===== config.mk =====
export PLATFORM = sky130hd
export DESIGN_NAME = text_to_glyph_offset_core
export DESIGN_NICKNAME = d
export VERILOG_FILES = /design/src/design/ttg_pkg.sv /design/src/design/text_to_glyph_offset_core.sv /design/src/design/ttg_ctrl.sv /design/src/design/ttg_datapath.sv
export SDC_FILE = /design/constraint.sdc
export NUM_CORES = 1
export LEC_CHECK = 0
export ABC_AREA = 1
export BUFFER_PORTS_ARGS = -buffer_cell sky130_fd_sc_hd__buf_2
export CAP_MARGIN = 20
export CORE_UTILIZATION = 30
export CTS_CLUSTER_SIZE = 8
export DETAILED_ROUTE_END_ITERATION = 12
export SYNTH_ARGS = -nofsm -noshare
export SYNTH_HDL_FRONTEND = slang
export SYNTH_SLANG_ARGS = --single-unit
export TNS_END_PERCENT = 10

===== constraint.sdc =====
create_clock -name clk -period 6.18 [get_ports clk]
set_input_delay 0.309 -clock clk [delete_from_list [all_inputs] [get_ports clk]]
set_output_delay 0.309 -clock clk [all_outputs]
set_load 0.005 [all_outputs]

===== src/design/ttg_pkg.sv =====
// ttg_pkg: shared types and constants for the text to glyph offset core
// used by ttg_ctrl, ttg_datapath and text_to_glyph_offset_core; no dependencies
package ttg_pkg;

  localparam int CODE_W   = 16;
  localparam int OFFS_W   = 23;
  localparam int STAT_W   = 2;
  localparam int GLYPH_W  = 9;   // ceil(63/8)*63 = 504 fits
  localparam int CIDX_W   = 2;
  localparam int CDATA_W  = 8;

  // status codes
  localparam logic [STAT_W-1:0] ST_OK       = 2'd0;
  localparam logic [STAT_W-1:0] ST_BAD_PAIR = 2'd1;
  localparam logic [STAT_W-1:0] ST_UNSUP    = 2'd2;

  // encoding modes
  localparam logic [1:0] MODE_UTF8   = 2'd0;
  localparam logic [1:0] MODE_GBK    = 2'd1;
  localparam logic [1:0] MODE_GB2312 = 2'd2;

  // register indexes
  localparam logic [CIDX_W-1:0] REG_FONT_SIZE = 2'd0;
  localparam logic [CIDX_W-1:0] REG_ENCODING  = 2'd1;

  // utf-8 sequence classes
  localparam logic [1:0] CLS_NONE  = 2'd0;
  localparam logic [1:0] CLS_TWO   = 2'd1;
  localparam logic [1:0] CLS_THREE = 2'd2;
  localparam logic [1:0] CLS_FOUR  = 2'd3;

  localparam logic [GLYPH_W-1:0] GLYPH_RESET = 9'd32;  // 16 px font

  typedef struct packed {
    logic accept;    // input transaction this cycle
    logic load_out;  // move product into the output register
  } ttg_cmd_t;

  typedef struct packed {
    logic has_result;  // current byte completes a character
  } ttg_stat_t;

  // glyph bytes for a font size: ceil(size/8) * size
  function automatic logic [GLYPH_W-1:0] glyph_bytes(input logic [5:0] size);
    logic [6:0] rnd;
    logic [9:0] prod;
    rnd  = {1'b0, size} + 7'd7;
    prod = rnd[6:3] * size;
    return prod[GLYPH_W-1:0];
  endfunction

endpackage


===== src/design/text_to_glyph_offset_core.sv =====
// text_to_glyph_offset_core: top level of the text to glyph offset core
// instantiates ttg_ctrl and ttg_datapath; depends on ttg_pkg
//
// usage
//   input channel (in_valid/in_ready, text_byte): one raw text byte per
//   transaction; utf-8 (1 to 3 byte), gbk pairs or gb2312 pairs, chosen by
//   the encoding register. a zero byte ends a string and drops any partial
//   sequence without a result.
//   output channel (out_valid/out_ready): one transaction per completed
//   character with char_code, glyph_offset and status.
//   config channel (cfg_valid/cfg_ready, cfg_index, cfg_data): index 0 is the
//   font size, index 1 the encoding mode; always ready; to be written only
//   while the core is idle (unchecked). mode writes clear partial sequences.
// timing
//   a byte that completes nothing is simply taken. a completing byte is
//   decoded into the payload registers, then its cell index times glyph
//   bytes goes to the output; the input is not taken in the multiply step.
//   a stalled output holds its result; the next byte is still taken, and a
//   second result waits in the multiply step until the output frees.
// reset: font size 16, utf-8 mode, no partial sequence, output empty
module text_to_glyph_offset_core (
  input  logic                          clk,
  input  logic                          rst,
  // byte input
  input  logic                          in_valid,
  output logic                          in_ready,
  input  logic [7:0]                    text_byte,
  // character output
  output logic                          out_valid,
  input  logic                          out_ready,
  output logic [ttg_pkg::CODE_W-1:0]    char_code,
  output logic [ttg_pkg::OFFS_W-1:0]    glyph_offset,
  output logic [ttg_pkg::STAT_W-1:0]    status,
  // register writes
  input  logic                          cfg_valid,
  output logic                          cfg_ready,
  input  logic [ttg_pkg::CIDX_W-1:0]    cfg_index,
  input  logic [ttg_pkg::CDATA_W-1:0]   cfg_data
);
  import ttg_pkg::*;

  ttg_cmd_t  cmd;
  ttg_stat_t stat;

  // register writes never stall
  assign cfg_ready = 1'b1;

  ttg_ctrl u_ctrl (
    .clk       (clk),
    .rst       (rst),
    .in_valid  (in_valid),
    .in_ready  (in_ready),
    .out_valid (out_valid),
    .out_ready (out_ready),
    .stat      (stat),
    .cmd       (cmd)
  );

  ttg_datapath u_datapath (
    .clk          (clk),
    .rst          (rst),
    .cfg_write    (cfg_valid && cfg_ready),
    .cfg_index    (cfg_index),
    .cfg_data     (cfg_data),
    .text_byte    (text_byte),
    .cmd          (cmd),
    .stat         (stat),
    .char_code    (char_code),
    .glyph_offset (glyph_offset),
    .status       (status)
  );

endmodule


===== src/design/ttg_ctrl.sv =====
// ttg_ctrl: controller for the text to glyph offset core
// owns the input/output handshakes; depends on ttg_pkg
module ttg_ctrl (
  input  logic              clk,
  input  logic              rst,
  input  logic              in_valid,
  output logic              in_ready,
  output logic              out_valid,
  input  logic              out_ready,
  input  ttg_pkg::ttg_stat_t stat,
  output ttg_pkg::ttg_cmd_t  cmd
);
  import ttg_pkg::*;

  localparam logic S_IDLE = 1'b0;
  localparam logic S_MUL  = 1'b1;

  logic state, state_next;
  logic out_valid_next;

  always_comb begin
    in_ready      = (state == S_IDLE);
    cmd.accept    = in_valid && in_ready;
    cmd.load_out  = (state == S_MUL) && (!out_valid || out_ready);
    state_next    = state;
    unique case (state)
      S_IDLE: if (cmd.accept && stat.has_result) state_next = S_MUL;
      S_MUL:  if (cmd.load_out) state_next = S_IDLE;
      default: state_next = S_IDLE;
    endcase
    if (cmd.load_out) begin
      out_valid_next = 1'b1;
    end else if (out_ready) begin
      out_valid_next = 1'b0;
    end else begin
      out_valid_next = out_valid;
    end
  end

  always_ff @(posedge clk) begin
    if (rst) begin
      state     <= S_IDLE;
      out_valid <= 1'b0;
    end else begin
      state     <= state_next;
      out_valid <= out_valid_next;
    end
  end

  // a completing byte always starts the multiply step
  a_result_to_mul: assert property (@(posedge clk) disable iff (rst)
    cmd.accept && stat.has_result |=> state == S_MUL)
    else $error("completed character did not enter multiply step");

  // a new result only ever comes from the multiply step
  a_out_from_mul: assert property (@(posedge clk) disable iff (rst)
    $rose(out_valid) |-> $past(state) == S_MUL)
    else $error("result shown without multiply step");

endmodule


===== src/design/ttg_datapath.sv =====
// ttg_datapath: sequence assembly, cell index and glyph offset multiply
// holds config registers and sequence state; depends on ttg_pkg
module ttg_datapath (
  input  logic                          clk,
  input  logic                          rst,
  input  logic                          cfg_write,
  input  logic [ttg_pkg::CIDX_W-1:0]    cfg_index,
  input  logic [ttg_pkg::CDATA_W-1:0]   cfg_data,
  input  logic [7:0]                    text_byte,
  input  ttg_pkg::ttg_cmd_t             cmd,
  output ttg_pkg::ttg_stat_t            stat,
  output logic [ttg_pkg::CODE_W-1:0]    char_code,
  output logic [ttg_pkg::OFFS_W-1:0]    glyph_offset,
  output logic [ttg_pkg::STAT_W-1:0]    status
);
  import ttg_pkg::*;

  // configuration
  logic [GLYPH_W-1:0] glyph;
  logic [1:0]         mode;

  // sequence state
  logic [1:0] bytes_pending, bytes_pending_next;
  logic [1:0] sequence_class, sequence_class_next;
  logic [7:0] first_byte, first_byte_next;
  logic [7:0] second_byte, second_byte_next;

  // decode results, registered for the multiply step
  logic [CODE_W-1:0] code_d, code_q;
  logic [15:0]       idx_d, idx_q;
  logic [STAT_W-1:0] stat_d, stat_q;
  logic [24:0]       product;

  always_comb begin
    logic [7:0]  hi_s, lo_s;
    logic [1:0]  pend_dec;
    logic [14:0] row_base;
    bytes_pending_next  = bytes_pending;
    sequence_class_next = sequence_class;
    first_byte_next     = first_byte;
    second_byte_next    = second_byte;
    stat.has_result     = 1'b0;
    code_d              = '0;
    idx_d               = '0;
    stat_d              = ST_OK;
    hi_s                = '0;
    lo_s                = '0;
    row_base            = '0;
    pend_dec            = bytes_pending - 2'd1;

    if (text_byte == 8'd0) begin
      // end of string drops any partial sequence
      bytes_pending_next  = '0;
      sequence_class_next = CLS_NONE;
      first_byte_next     = '0;
      second_byte_next    = '0;
    end else if (mode == MODE_GBK || mode == MODE_GB2312) begin
      if (bytes_pending == 2'd0) begin
        first_byte_next     = text_byte;
        sequence_class_next = CLS_NONE;
        bytes_pending_next  = 2'd1;
      end else begin
        bytes_pending_next = 2'd0;
        stat.has_result    = 1'b1;
        code_d             = {first_byte, text_byte};
        if (mode == MODE_GBK) begin
          if (first_byte < 8'h81 || first_byte == 8'hFF ||
              text_byte < 8'h40 || text_byte == 8'hFF) begin
            stat_d = ST_BAD_PAIR;
          end else begin
            hi_s     = first_byte - 8'h81;
            lo_s     = (text_byte < 8'h7F) ? text_byte - 8'h40 : text_byte - 8'h41;
            row_base = 15'(hi_s[6:0] * 8'd190);
            idx_d    = {1'b0, row_base} + {8'd0, lo_s};
          end
        end else begin
          // rows and cells wrap at 8 bits below 0xa1
          hi_s     = first_byte - 8'hA1;
          lo_s     = text_byte - 8'hA1;
          row_base = 15'(hi_s * 7'd94);
          idx_d    = {1'b0, row_base} + {8'd0, lo_s};
        end
      end
    end else if (bytes_pending == 2'd0) begin
      if (!text_byte[7]) begin
        stat.has_result = 1'b1;
        code_d          = {9'd0, text_byte[6:0]};
        idx_d           = code_d;
      end else begin
        first_byte_next = text_byte;
        if (!text_byte[5]) begin
          sequence_class_next = CLS_TWO;
          bytes_pending_next  = 2'd1;
        end else if (!text_byte[4]) begin
          sequence_class_next = CLS_THREE;
          bytes_pending_next  = 2'd2;
        end else begin
          sequence_class_next = CLS_FOUR;
          bytes_pending_next  = 2'd3;
        end
      end
    end else begin
      bytes_pending_next = pend_dec;
      case (sequence_class)
        CLS_TWO: begin
          sequence_class_next = CLS_NONE;
          stat.has_result     = 1'b1;
          code_d = {5'd0, first_byte[4:2], first_byte[1:0], text_byte[5:0]};
          idx_d  = code_d;
        end
        CLS_THREE: begin
          if (pend_dec != 2'd0) begin
            second_byte_next = text_byte;
          end else begin
            sequence_class_next = CLS_NONE;
            stat.has_result     = 1'b1;
            code_d = {first_byte[3:0], second_byte[5:2], second_byte[1:0],
                      text_byte[5:0]};
            idx_d  = code_d;
          end
        end
        CLS_FOUR: begin
          if (pend_dec == 2'd0) begin
            sequence_class_next = CLS_NONE;
            stat.has_result     = 1'b1;
            stat_d              = ST_UNSUP;
          end
        end
        default: bytes_pending_next = 2'd0;
      endcase
    end
  end

  // config and sequence state
  always_ff @(posedge clk) begin
    if (rst) begin
      glyph          <= GLYPH_RESET;
      mode           <= MODE_UTF8;
      bytes_pending  <= '0;
      sequence_class <= CLS_NONE;
      first_byte     <= '0;
      second_byte    <= '0;
    end else if (cfg_write) begin
      unique case (cfg_index)
        REG_FONT_SIZE: glyph <= glyph_bytes(cfg_data[5:0]);
        REG_ENCODING: begin
          mode           <= cfg_data[1:0];
          bytes_pending  <= '0;
          sequence_class <= CLS_NONE;
          first_byte     <= '0;
          second_byte    <= '0;
        end
        default: ;
      endcase
    end else if (cmd.accept) begin
      bytes_pending  <= bytes_pending_next;
      sequence_class <= sequence_class_next;
      first_byte     <= first_byte_next;
      second_byte    <= second_byte_next;
    end
  end

  assign product = idx_q * glyph;

  // payload registers
  always_ff @(posedge clk) begin
    if (cmd.accept && stat.has_result) begin
      code_q <= code_d;
      idx_q  <= idx_d;
      stat_q <= stat_d;
    end
    if (cmd.load_out) begin
      char_code    <= code_q;
      glyph_offset <= product[OFFS_W-1:0];
      status       <= stat_q;
    end
  end

  a_zero_index: assert property (@(posedge clk) disable iff (rst)
    cmd.load_out && idx_q == 16'd0 |=> glyph_offset == '0)
    else $error("zero cell index gave nonzero offset");

  a_unsup_zero: assert property (@(posedge clk) disable iff (rst)
    cmd.accept && stat.has_result && stat_d == ST_UNSUP |-> idx_d == 16'd0 && code_d == '0)
    else $error("unsupported sequence carries a code");

endmodule

Word level (Yosys, flattened, before mapping)
Cells that the tools add are included.
- flip-flop bits (word level): 106
- input port bits: 23
- output and inout port bits: 44
- word-level logic and storage cells: 140
- add/sub/neg operators: 9
- multipliers: 4
- $lt $le $gt $ge: 3
- equality and inequality tests: 15
- muxes and demuxes: 66
- bitwise logic cells: 1
- reduce and logical (&&, ||, !) cells: 28
- operators with widths (operator ; number):
    2-to-1 mux 16 bit ; 8
    2-to-1 mux 8 bit ; 9
    2-to-1 mux 2 bit ; 23
    2-to-1 mux 6 bit ; 7
    adder 15 x 8 -> 16 bit ; 2
    one-hot mux 16 bit (2 select lines) ; 1
    multiplier 16 x 9 -> 23 bit ; 1
    == test 8 bit (second input constant) ; 2
    < comparator 8 x 7 -> 1 bit (second input constant) ; 2
    subtractor 8 x 7 -> 8 bit (second input constant) ; 2
    subtractor 8 bit (second input constant) ; 2
    multiplier 7 x 7 -> 14 bit (second input constant) ; 1
    multiplier 8 x 6 -> 14 bit (second input constant) ; 1
    2-to-1 mux 1 bit ; 14
    inequality test 5 x 3 -> 1 bit (second input constant) ; 2
    multiplier 4 x 6 -> 9 bit ; 1
    nonzero test 3 bit ; 3
    zero test 8 bit ; 1
    < comparator 8 bit (second input constant) ; 1
    adder 6 x 3 -> 7 bit (second input constant) ; 1
    2-to-1 mux 7 bit ; 1
    AND reduction 7 bit ; 1
    subtractor 7 x 1 -> 7 bit (second input constant) ; 1
    == test 2 x 1 -> 1 bit (second input constant) ; 3
    22 further kinds ; 36

Logic depth before layout (Yosys ltp)
Gate-level depths: netlist of run 1.
- word-level depth: 10
- depth in mapped cells: 34
- depth with buffers taken out: 33

Hierarchy
A second synthesis of run 1 with hierarchy kept.
- cell total of the unflattened synthesis: 1625
- area total of the unflattened synthesis: 12966.2 um^2
- modules (own cells, without submodules) (module ; instances ; cells an instance ; area each (um^2) ; seq. area each (um^2)):
    ttg_datapath ; 1 ; 1608 ; 12856.1 ; 2832.7
    ttg_ctrl ; 1 ; 15 ; 98.8 ; 40.0
    text_to_glyph_offset_core ; 1 ; 2 ; 11.3 ; 0.0

Worst setup path before layout of run 1
OpenSTA, ideal clock, no wires.
- path type: register to register
- start point: register u_datapath.first_byte[0]
- end point: register u_datapath.idx_q[12] (data pin)
- setup time: 0.253 ns
- data arrival time: 5.114 ns
- required time: 5.927 ns
- setup slack: 0.813 ns
- cell stages (with the launch flop): 27
- path buffers: 0
- period minus slack after synthesis: 5.367 ns
- cells stage by stage: dfxtp_1 inv_1 nand2_1 inv_1 nand3_1 xor2_1 inv_1 fa_1 inv_1 ha_1 inv_1 fa_1 inv_1 ha_1 nand2_1 nand3_1 xor2_1 ha_1 a21oi_1 o21ai_0 a21oi_1 nor2_4 nand2_1 xor2_1 a21oi_1 nand2_1 nand2_1
- word-level cells in the longest chain between the ends: 8
- elaborated cells between the ends (all ways): 18
- classes of those cells: 4 x add/sub; 2 x mul; 1 x order compare; 1 x eq/ne; 7 x mux; 3 x reduce/logical
- ends and longest elaborated chain (element ; line ; source):
    start, declared ; ttg_datapath.sv:25 ; logic [7:0] first_byte, first_byte_next;
    start signal, assigned ; ttg_datapath.sv:158 ; first_byte <= first_byte_next;
    parallel branches: the longest is 7 deep, another holds adder 15 x 8 -> 16 bit ; n/a ;
    2-to-1 mux 16 bit * ; ttg_datapath.sv:57 ; end else if (mode == MODE_GBK || mode == MODE_GB2312) begin
    end signal, assigned ; ttg_datapath.sv:169 ; idx_q <= idx_d;
    end, declared ; ttg_datapath.sv:30 ; logic [15:0] idx_d, idx_q;
Every way passes the cells marked *.
A chain may end at the register's enable or synchronous reset.

Worst setup path after layout of run 1
- start point: register u_datapath.first_byte[2]
- end point: register u_datapath.idx_q[13] (data pin)
- word-level cells in the longest chain between the ends: 8
- elaborated cells between the ends (all ways): 15
- classes of those cells: 4 x add/sub; 2 x mul; 1 x order compare; 1 x eq/ne; 4 x mux; 3 x reduce/logical
- ends and longest elaborated chain (element ; line ; source):
    parallel branches: the longest is 5 deep, another holds adder 15 x 8 -> 16 bit ; n/a ;
    2-to-1 mux 16 bit * ; ttg_datapath.sv:66 ; if (mode == MODE_GBK) begin
    2-to-1 mux 16 bit * ; ttg_datapath.sv:58 ; if (bytes_pending == 2'd0) begin
    2-to-1 mux 16 bit * ; ttg_datapath.sv:57 ;
Marks and branches as above.

==> flow_summary.ini, run 1 <==
[drt]
drc = 0
via_per_inst = 4.61
ant_nets = 0
num_vias = 10500
drt_iter0_drc = 673
wirelength_um = 31300
firstDrtPassIters = 6
wl_per_cell_um = 13.7

[final_layout]
diodes = 0
n_fill_cell = 4498
area_growth_syn_to_layout_pct = 9.26
fin_area_sq_um = 14300
nNetsFinal = 1982
drive_gt1_share_pct = 8.38
final_common_cell = nand2_1
final_core_util_pct = 33.3
layout_common_cells = 386 x nand2_1, 356 x inv_1, 136 x fa_1, 133 x ha_1, 90 x nor2_1

[logic_synthesis]
synth.ff_latch_count = 106
synth-edff-count = 75
ys.warnings.count = 0
synth-main-ff-cell = edfxtp_1
synth_top_area_share_pct = 20.7
synth_cell_types = 56
synthArstFlopShare_pct = 0
synthTopCellsByArea = fa_1 21%, edfxtp_1 17%, ha_1 13%, nand2_1 11%, inv_1 10%
synth_nets = 1947
seq_area_frac_synth_pct = 21.9
synth_area_per_cell_sq_um = 7.93
syn_inst = 1655
syn_area_sq_um = 13100
yosysTopAreaCell = fa_1

[die]
pin_count = 67
die_x_um = 211
dieHeight_um = 211
core_area_sq_um = 43100
row_count = 76
start_util_pct = 30.5
dieArea_sq_um = 44600

[cts]
cts_buffer_depth = 2
clock_sink_count = 106
clock_latency_ns = 0.37
root_buffer = clkbuf_16
post_cts_resized = 0
htreeDepth = 3
cts_buffers = 9
path_clk_slew_ns = 0.08
hold_buffers = 0
cts_tree = built
post_cts_buffers = 0

[timing]
worst_pin_slew_ns = 0.748
fin_crit_ns = 5.51
setup_tns_ns = 0
fin_hold_ws_ns = 0.250
max_freq_mhz = 181
skew_ns = 0.0146
setup_viol = 0
finalCritPeriodShare_pct = 89.2
rsz0062_at_grt = false
report.final.slew_viol_count = 0
relSlewSlack_pct = 50.0
final-hold-violation-count = 0

[worst_setup_path]
slowest_delay_ns = 0.54
cp_common_cell = nand2_1
worstPathRequired_ns = 6.29
crit_buf_inv = 7
arrival_ns = 5.62
critPathKind = register to register
worst_path_max_delay_cell = dfxtp_1
crit_path_start_kind = register
critPathMaxFanout = 9
cpLargestDelayFamily = adder cells
crit_path_end_kind = register

[placed_design]
place_area_sq_um = 14000
globalplace.congestion = 0.905
hpwl_um = 25800
portBuffers = 63

[outcome]
status = complete, no violations

[global_route]
grt_antenna_before_repair = 0
grt_max_degree = 42
grt.overflow.total = 0
grt_use_total_pct = 14.5
grt_first_pass_wirelength_um = 52100
grt_pass1_vias = 10600

[job]
drv_cap = 0

[hold_path]
min_path_type = input port to register
metal layers:
metal | share of wire (%) | track usage, % | vias to the layer above
met3 | 3.4 | 1.17 | 27
met2 | 49 | 25.7 | 192
met4 | 1.2 | 3.15 | 0
met1 | 46 | 19.2 | 5065
li1 | - | - | 5216
met5 | 0 | 0 | -
cells by family (layout without fill, tap and decap cells):
logic type               count (synthesis)  count (layout)  synth area share (%)
AND/OR/NAND/NOR                        620             620                  20.5
buffers and inverters                  416             456                  12.3
adder cells (fa/ha/maj)                269             269                  33.4
AO/OA/AOI/OAI                          187             187                  8.09
flip-flops                             106             106                  21.9
XOR/XNOR                                54              54                  3.60
multiplexers                             2               2                 0.153
other                                    1               1                0.0286
layout make-up:
type                       count  area, sq um  share of cell area, %
tap                          585          732                   5.11
sequential                   106         2870                   20.0
inverter                     366         1370                   9.58
multi-input combinational   1133         8660                   60.4
timing repair buffer          74          398                   2.78
clock buffer                  10          239                   1.67
clock inverter                 6         65.1                  0.454
Yosys cell counts, drive strengths merged, types with 13 or more instances:
master,n
nand3,82
edfxtp,75
xnor2,15
a21oi,82
inv,365
xor2,39
nand2,396
nor2,102
ha,133
fa,136
nand4,21
nor3,13
o21ai,78
dfxtp,31
clkbuf,38
worst reg2reg max path, delay by kind of cell (launching register included):
family        cells  cell delay [ns]
buf+inv           7             0.57
fa+ha+maj         6             2.29
simple gates     17             1.66
flops             1             0.54
xor+xnor          1             0.19
flip-flops by register name, summed over array words and instances, names as in the netlist:
register and flops:
u_datapath.sequence_class 2, u_datapath.mode 2, u_datapath.glyph_offset 23, u_datapath.first_byte 8
u_ctrl.out_valid 1, u_datapath.second_byte 6, u_datapath.char_code 16, u_datapath.stat_q 2
u_datapath.idx_q 16, u_datapath.status 2, u_datapath.bytes_pending 2, u_datapath.code_q 16
u_ctrl.state 1, u_datapath.glyph 9
per-stage QoR:
stage,setup slack [ns],cells
2_1_floorplan,0.813,1655
3_3_place_gp,0.735,2264
3_5_place_dp,0.698,2264
4_1_cts,0.661,2280
5_1_grt,0.168,2280
6_report,0.669,2280
final timing paths:
path	slack, ns	depth (start not counted)	endpoint	start
worst max-delay path	0.67	31	u_datapath.idx_q[13]$_SDFFCE_PP0P_	u_datapath.first_byte[2]$_SDFFE_PP0P_
worst min-delay path	0.25	3	u_datapath.mode[0]$_SDFFE_PP0P_	cfg_index[0]
worst max register to register	0.67	31	u_datapath.idx_q[13]$_SDFFCE_PP0P_	u_datapath.first_byte[2]$_SDFFE_PP0P_
worst min register to register	0.42	0	u_datapath.status[1]$_DFFE_PP_	u_datapath.stat_q[1]$_SDFFCE_PP0P_
Power of run 1 is not shown: default switching activity piles up to over one toggle a cycle in this logic, so the estimate is an artifact.
==> run 2, diff against run 1 <==
- CORE_UTILIZATION: 30 -> 50
- PLACE_DENSITY: not set -> 0.67
==> flow_summary.ini, run 2 (synthesis results as in run 1) <==
[placed_design]
place_area_sq_um = 13700
hpwl_um = 25100
portBuffers = 63
post-place-ws_ns = 0.362
globalplace.congestion = 0.938

[global_route]
grt_first_pass_wirelength_um = 51800
grt.overflow.total = 0
grt_pass1_vias = 10700
grt_max_degree = 36
grt_use_total_pct = 24.5
grt_antenna_before_repair = 0

[timing]
fin_crit_ns = 5.72
skew_ns = 0.0158
setup_tns_ns = 0
worst_pin_slew_ns = 0.741
finalCritPeriodShare_pct = 92.5
report.final.slew_viol_count = 0
max_freq_mhz = 175
rsz0062_at_grt = false
setup_slack_ns = 0.463
relSlewSlack_pct = 50.1
final-hold-violation-count = 0
fin_hold_ws_ns = 0.236
setup_viol = 0

[drt]
num_vias = 10700
drt_iter0_drc = 649
wirelength_um = 30300
drc = 0
ant_nets = 0
wl_per_cell_um = 15.0
via_per_inst = 5.27
firstDrtPassIters = 5

[worst_setup_path]
worstPathRequired_ns = 6.32
critPathMaxFanout = 8
crit_path_start_kind = register
critPathKind = register to register
crit_path_end_kind = register
arrival_ns = 5.85

[final_layout]
largest_reg_flops = 23
area_growth_syn_to_layout_pct = 7.06
drive_gt1_share_pct = 8.49
fin_area_sq_um = 14000
diodes = 0
final_common_cell = nand2_1
layout_common_cells = 386 x nand2_1, 356 x inv_1, 136 x fa_1, 133 x ha_1, 90 x nor2_1
nNetsFinal = 1983
top_register = u_datapath.glyph_offset

[die]
die_x_um = 164
dieArea_sq_um = 26900
dieHeight_um = 164
pin_count = 67
row_count = 58
core_area_sq_um = 25500
start_util_pct = 51.5

[cts]
cts_buffers = 9
cts_buffer_depth = 2
root_buffer = clkbuf_16
post_cts_buffers = 0
clock_latency_ns = 0.38
cts_tree = built
path_clk_slew_ns = 0.09
clock_sink_count = 106
htreeDepth = 3

[hold_path]
min_path_type = input port to register

[outcome]
status = complete, no violations

[job]
drv_cap = 0
[run 2: final cells by class]
cell class / instances / area (sq um)
well taps: 330 / 413
multi-input cells: 1133 / 8660
fillers: 2379 / 11400
flip-flops and latches: 106 / 2870
clock buffers: 9 / 225
inverters: 366 / 1370
repair buffers: 75 / 405
clock inverters: 7 / 93.8
[run 2: metrics by stage]
| stage | util (%) | std cells |
|---|---|---|
| global placement | 53.9 | 2010 |
| finish | 55.2 | 2026 |
| floorplan | - | 1655 |
| global route | 55.2 | 2026 |
| CTS | 55.1 | 2026 |
| detailed placement | 53.9 | 2010 |
[run 2: timing repair]
item                       in CTS  in global routing
setup endpoints to repair       0                  5
hold buffers                    0                  0
resized for setup               0                  1
[run 2: final timing paths]
path / end / slack, ns / startpoint / depth (start not counted)
setup / recovery: u_datapath.idx_q[13]$_SDFFCE_PP0P_ / 0.46 / u_datapath.first_byte[1]$_SDFFE_PP0P_ / 27
hold / removal: u_datapath.mode[0]$_SDFFE_PP0P_ / 0.24 / cfg_index[0] / 3
setup reg to reg: u_datapath.idx_q[13]$_SDFFCE_PP0P_ / 0.46 / u_datapath.first_byte[1]$_SDFFE_PP0P_ / 27
hold reg to reg: u_datapath.char_code[14]$_DFFE_PP_ / 0.42 / u_datapath.code_q[14]$_SDFFCE_PP0P_ / 0
[run 2: per-layer routing]
metal  global-route usage (%)  up-vias  wire length (um)
li1                         -     5217                 -
met1                     31.0     5188             13400
met2                     44.2      229             15300
met3                     2.35       40              1050
met4                     6.69        0               581
met5                        0        -                 0
[run 2: worst max-delay path: stages, from the launching register on]
cell,delay [ns]
dfxtp_1,0.53
inv_1,0.15
ha_1,0.27
xnor2_2,0.21
fa_1,0.56
inv_1,0.04
ha_1,0.27
ha_1,0.27
ha_1,0.35
xor2_1,0.18
ha_1,0.40
or2_4,0.27
and2_1,0.18
xor2_1,0.15
ha_1,0.36
inv_1,0.08
nor3_1,0.19
nand2_1,0.08
nand3_1,0.10
nand2_1,0.08
nand2_1,0.13
inv_1,0.09
nor2_4,0.16
nand4_1,0.10
nand3_1,0.10
nand2_1,0.05
nand2_1,0.06
nand2_1,0.04
Power of run 2 is left out for the same reason.
==> run 3, diff against run 2 <==
- SYNTH_HIERARCHICAL: not set -> 1
==> flow_summary.ini, run 3 <==
[outcome]
status = complete, no violations

[cts]
htreeDepth = 3
hold_buffers = 0
cts_buffer_depth = 2
path_clk_slew_ns = 0.08
root_buffer = clkbuf_16
clock_latency_ns = 0.36
post_cts_buffers = 0
clock_sink_count = 106
cts_tree = built
cts_buffers = 9

[worst_setup_path]
cp-startpoint = u_datapath/first_byte[2]$_SDFFE_PP0P_
r2r_slack_ns = 0.47
timing.rr.start = u_datapath/first_byte[2]$_SDFFE_PP0P_
worstPathRequired_ns = 6.29
ff2ff_path_depth = 33
critPathKind = register to register
critPathMaxFanout = 8
crit_path_start_kind = register
r2r_end = u_datapath/idx_q[14]$_SDFFCE_PP0P_
worst_path_max_delay_cell = fa_1
arrival_ns = 5.82
slowest_delay_ns = 0.53
cp_common_cell = nand2_1
crit_path_end_kind = register

[final_layout]
top_register = u_datapath/glyph_offset
layout_common_cells = 371 x nand2_1, 341 x inv_1, 136 x fa_1, 134 x ha_1, 107 x nor2_1
largest_reg_flops = 23
multiInputGateArea_sq_um = 8590
fin_area_sq_um = 13900
area_growth_syn_to_layout_pct = 7.20
final_common_cell = nand2_1
regArea_sq_um = 2870
n_fill_cell = 2379
diodes = 0
drive_gt1_share_pct = 8.34
nNetsFinal = 1954

[placed_design]
place_area_sq_um = 13600
globalplace.congestion = 0.932
portBuffers = 63
hpwl_um = 25100

[timing]
fin_hold_ws_ns = 0.241
final-hold-violation-count = 0
fin_crit_ns = 5.71
setup_tns_ns = 0
worst_pin_slew_ns = 0.781
skew_ns = 0.00661
relSlewSlack_pct = 47.8
report.final.slew_viol_count = 0
setup_viol = 0
rsz0062_at_grt = false
finalCritPeriodShare_pct = 92.4
max_freq_mhz = 175

[die]
start_util_pct = 51.2
dieArea_sq_um = 26600
core_area_sq_um = 25300
dieHeight_um = 163
pin_count = 67
die_x_um = 163
row_count = 58

[drt]
firstDrtPassIters = 6
drt_iter0_drc = 732
wirelength_um = 30900
drc = 0
wl_per_cell_um = 15.5
via_per_inst = 5.25
ant_nets = 0
num_vias = 10500

[global_route]
grt_use_total_pct = 24.8
grt_pass1_vias = 10500
grt_first_pass_wirelength_um = 51800
grt_antenna_before_repair = 0
grt.overflow.total = 0
grt_max_degree = 43

[logic_synthesis]
seq_area_frac_synth_pct = 22.2
synth.ff_latch_count = 106
synth-edff-count = 75
synth_area_per_cell_sq_um = 7.98
synth_nets = 1918
syn_area_sq_um = 13000
synth_top_area_share_pct = 21.0
synthTopCellsByArea = fa_1 21%, edfxtp_1 17%, ha_1 13%, nand2_1 11%, inv_1 9.9%
synthArstFlopShare_pct = 0
yosysMostFrequentCell = nand2_1
yosysTopAreaCell = fa_1
syn_inst = 1625
synth_cell_types = 57
synth-main-ff-cell = edfxtp_1
synth_common_cells = 372 x nand2_1, 341 x inv_1, 136 x fa_1
ys.warnings.count = 6

[job]
drv_cap = 0

[hold_path]
min_path_type = input port to register
hold_path_depth = 3
hold_path.startpoint = cfg_index[0]
hold_end = u_datapath/mode[0]$_SDFFE_PP0P_
==> run 3: cell types whose count changed in the layout (fill, tap and decap cells not counted), moves of 4 or more <==
cell,before,now
buf_4,12,8
inv_1,356,341
nand2_1,386,371
nand2_2,9,14
nand3_1,73,48
nand4_1,20,9
nor2_1,90,107
o22ai_1,0,4
o31ai_1,0,5
==> run 3: how the worst max path moves through the flow <==
| stage | end | slack, ns | cells past startpoint |
|---|---|---|---|
| 3_5_place_dp | u_datapath/idx_q[14]$_SDFFCE_PP0P_ | 0.44 | 34 |
| 6_report | u_datapath/idx_q[14]$_SDFFCE_PP0P_ | 0.47 | 33 |
| 5_1_grt | u_datapath/idx_q[14]$_SDFFCE_PP0P_ | 0.04 | 33 |
| 3_3_place_gp | u_datapath/idx_q[14]$_SDFFCE_PP0P_ | 0.56 | 34 |
| 4_1_cts | u_datapath/idx_q[14]$_SDFFCE_PP0P_ | 0.44 | 34 |
| 2_1_floorplan | u_datapath/idx_q[14]$_SDFFCE_PP0P_ | 0.60 | 32 |
==> run 3: per-stage QoR <==
stage	setup slack, ns	utilization (%)	instances
5_1_grt	0.0384	54.9	1996
2_1_floorplan	0.599	-	1625
3_5_place_dp	0.437	53.5	1979
6_report	0.470	54.9	1996
3_3_place_gp	0.556	53.5	1978
4_1_cts	0.438	54.8	1995
==> run 3: logic make-up after synthesis <==
logic type	synth area share (%)
and+or+nand+nor	19.2
buffers and inverters	11.8
adders and majority gates	33.9
AOI/OAI and AO/OA	8.92
DFF	22.2
xor gates and xnor gates	3.90
other	0.0289
muxes	0.0772
==> run 3: area by class of cell <==
| cell class | count | area share [%] |
|---|---|---|
| clock inverter | 6 | 0.504 |
| inverter | 348 | 9.42 |
| timing repair buffer | 73 | 2.93 |
| tap | 330 | 2.97 |
| sequential | 106 | 20.7 |
| clock buffer | 10 | 1.72 |
| multi-input combinational | 1123 | 61.8 |
==> run 3: timing repair <==
action / 4_1_cts / 5_1_grt
resized for setup: 0 / 1
endpoints found under the setup margin: 0 / 2
endpoints found under the hold margin: 0 / 0
==> run 3: critical path, delay by kind of cell, from the launching register on <==
family	cells	cell delay, ns
adder cells (fa/ha/maj)	7	2.48
AND/OR/NAND/NOR	17	1.60
buffers and inverters	6	0.52
flip-flops	1	0.43
AO/OA/AOI/OAI	2	0.28
XOR/XNOR	1	0.15
==> run 3: routing by layer <==
| layer | global-route usage, % | vias up | wire, um |
|---|---|---|---|
| met1 | 32.2 | 5063 | 13600 |
| li1 | - | 5122 | - |
| met4 | 8.28 | 0 | 835 |
| met2 | 43.2 | 256 | 15200 |
| met5 | 0 | - | 0 |
| met3 | 2.26 | 45 | 1260 |
Power of run 3 is left out for the same reason.
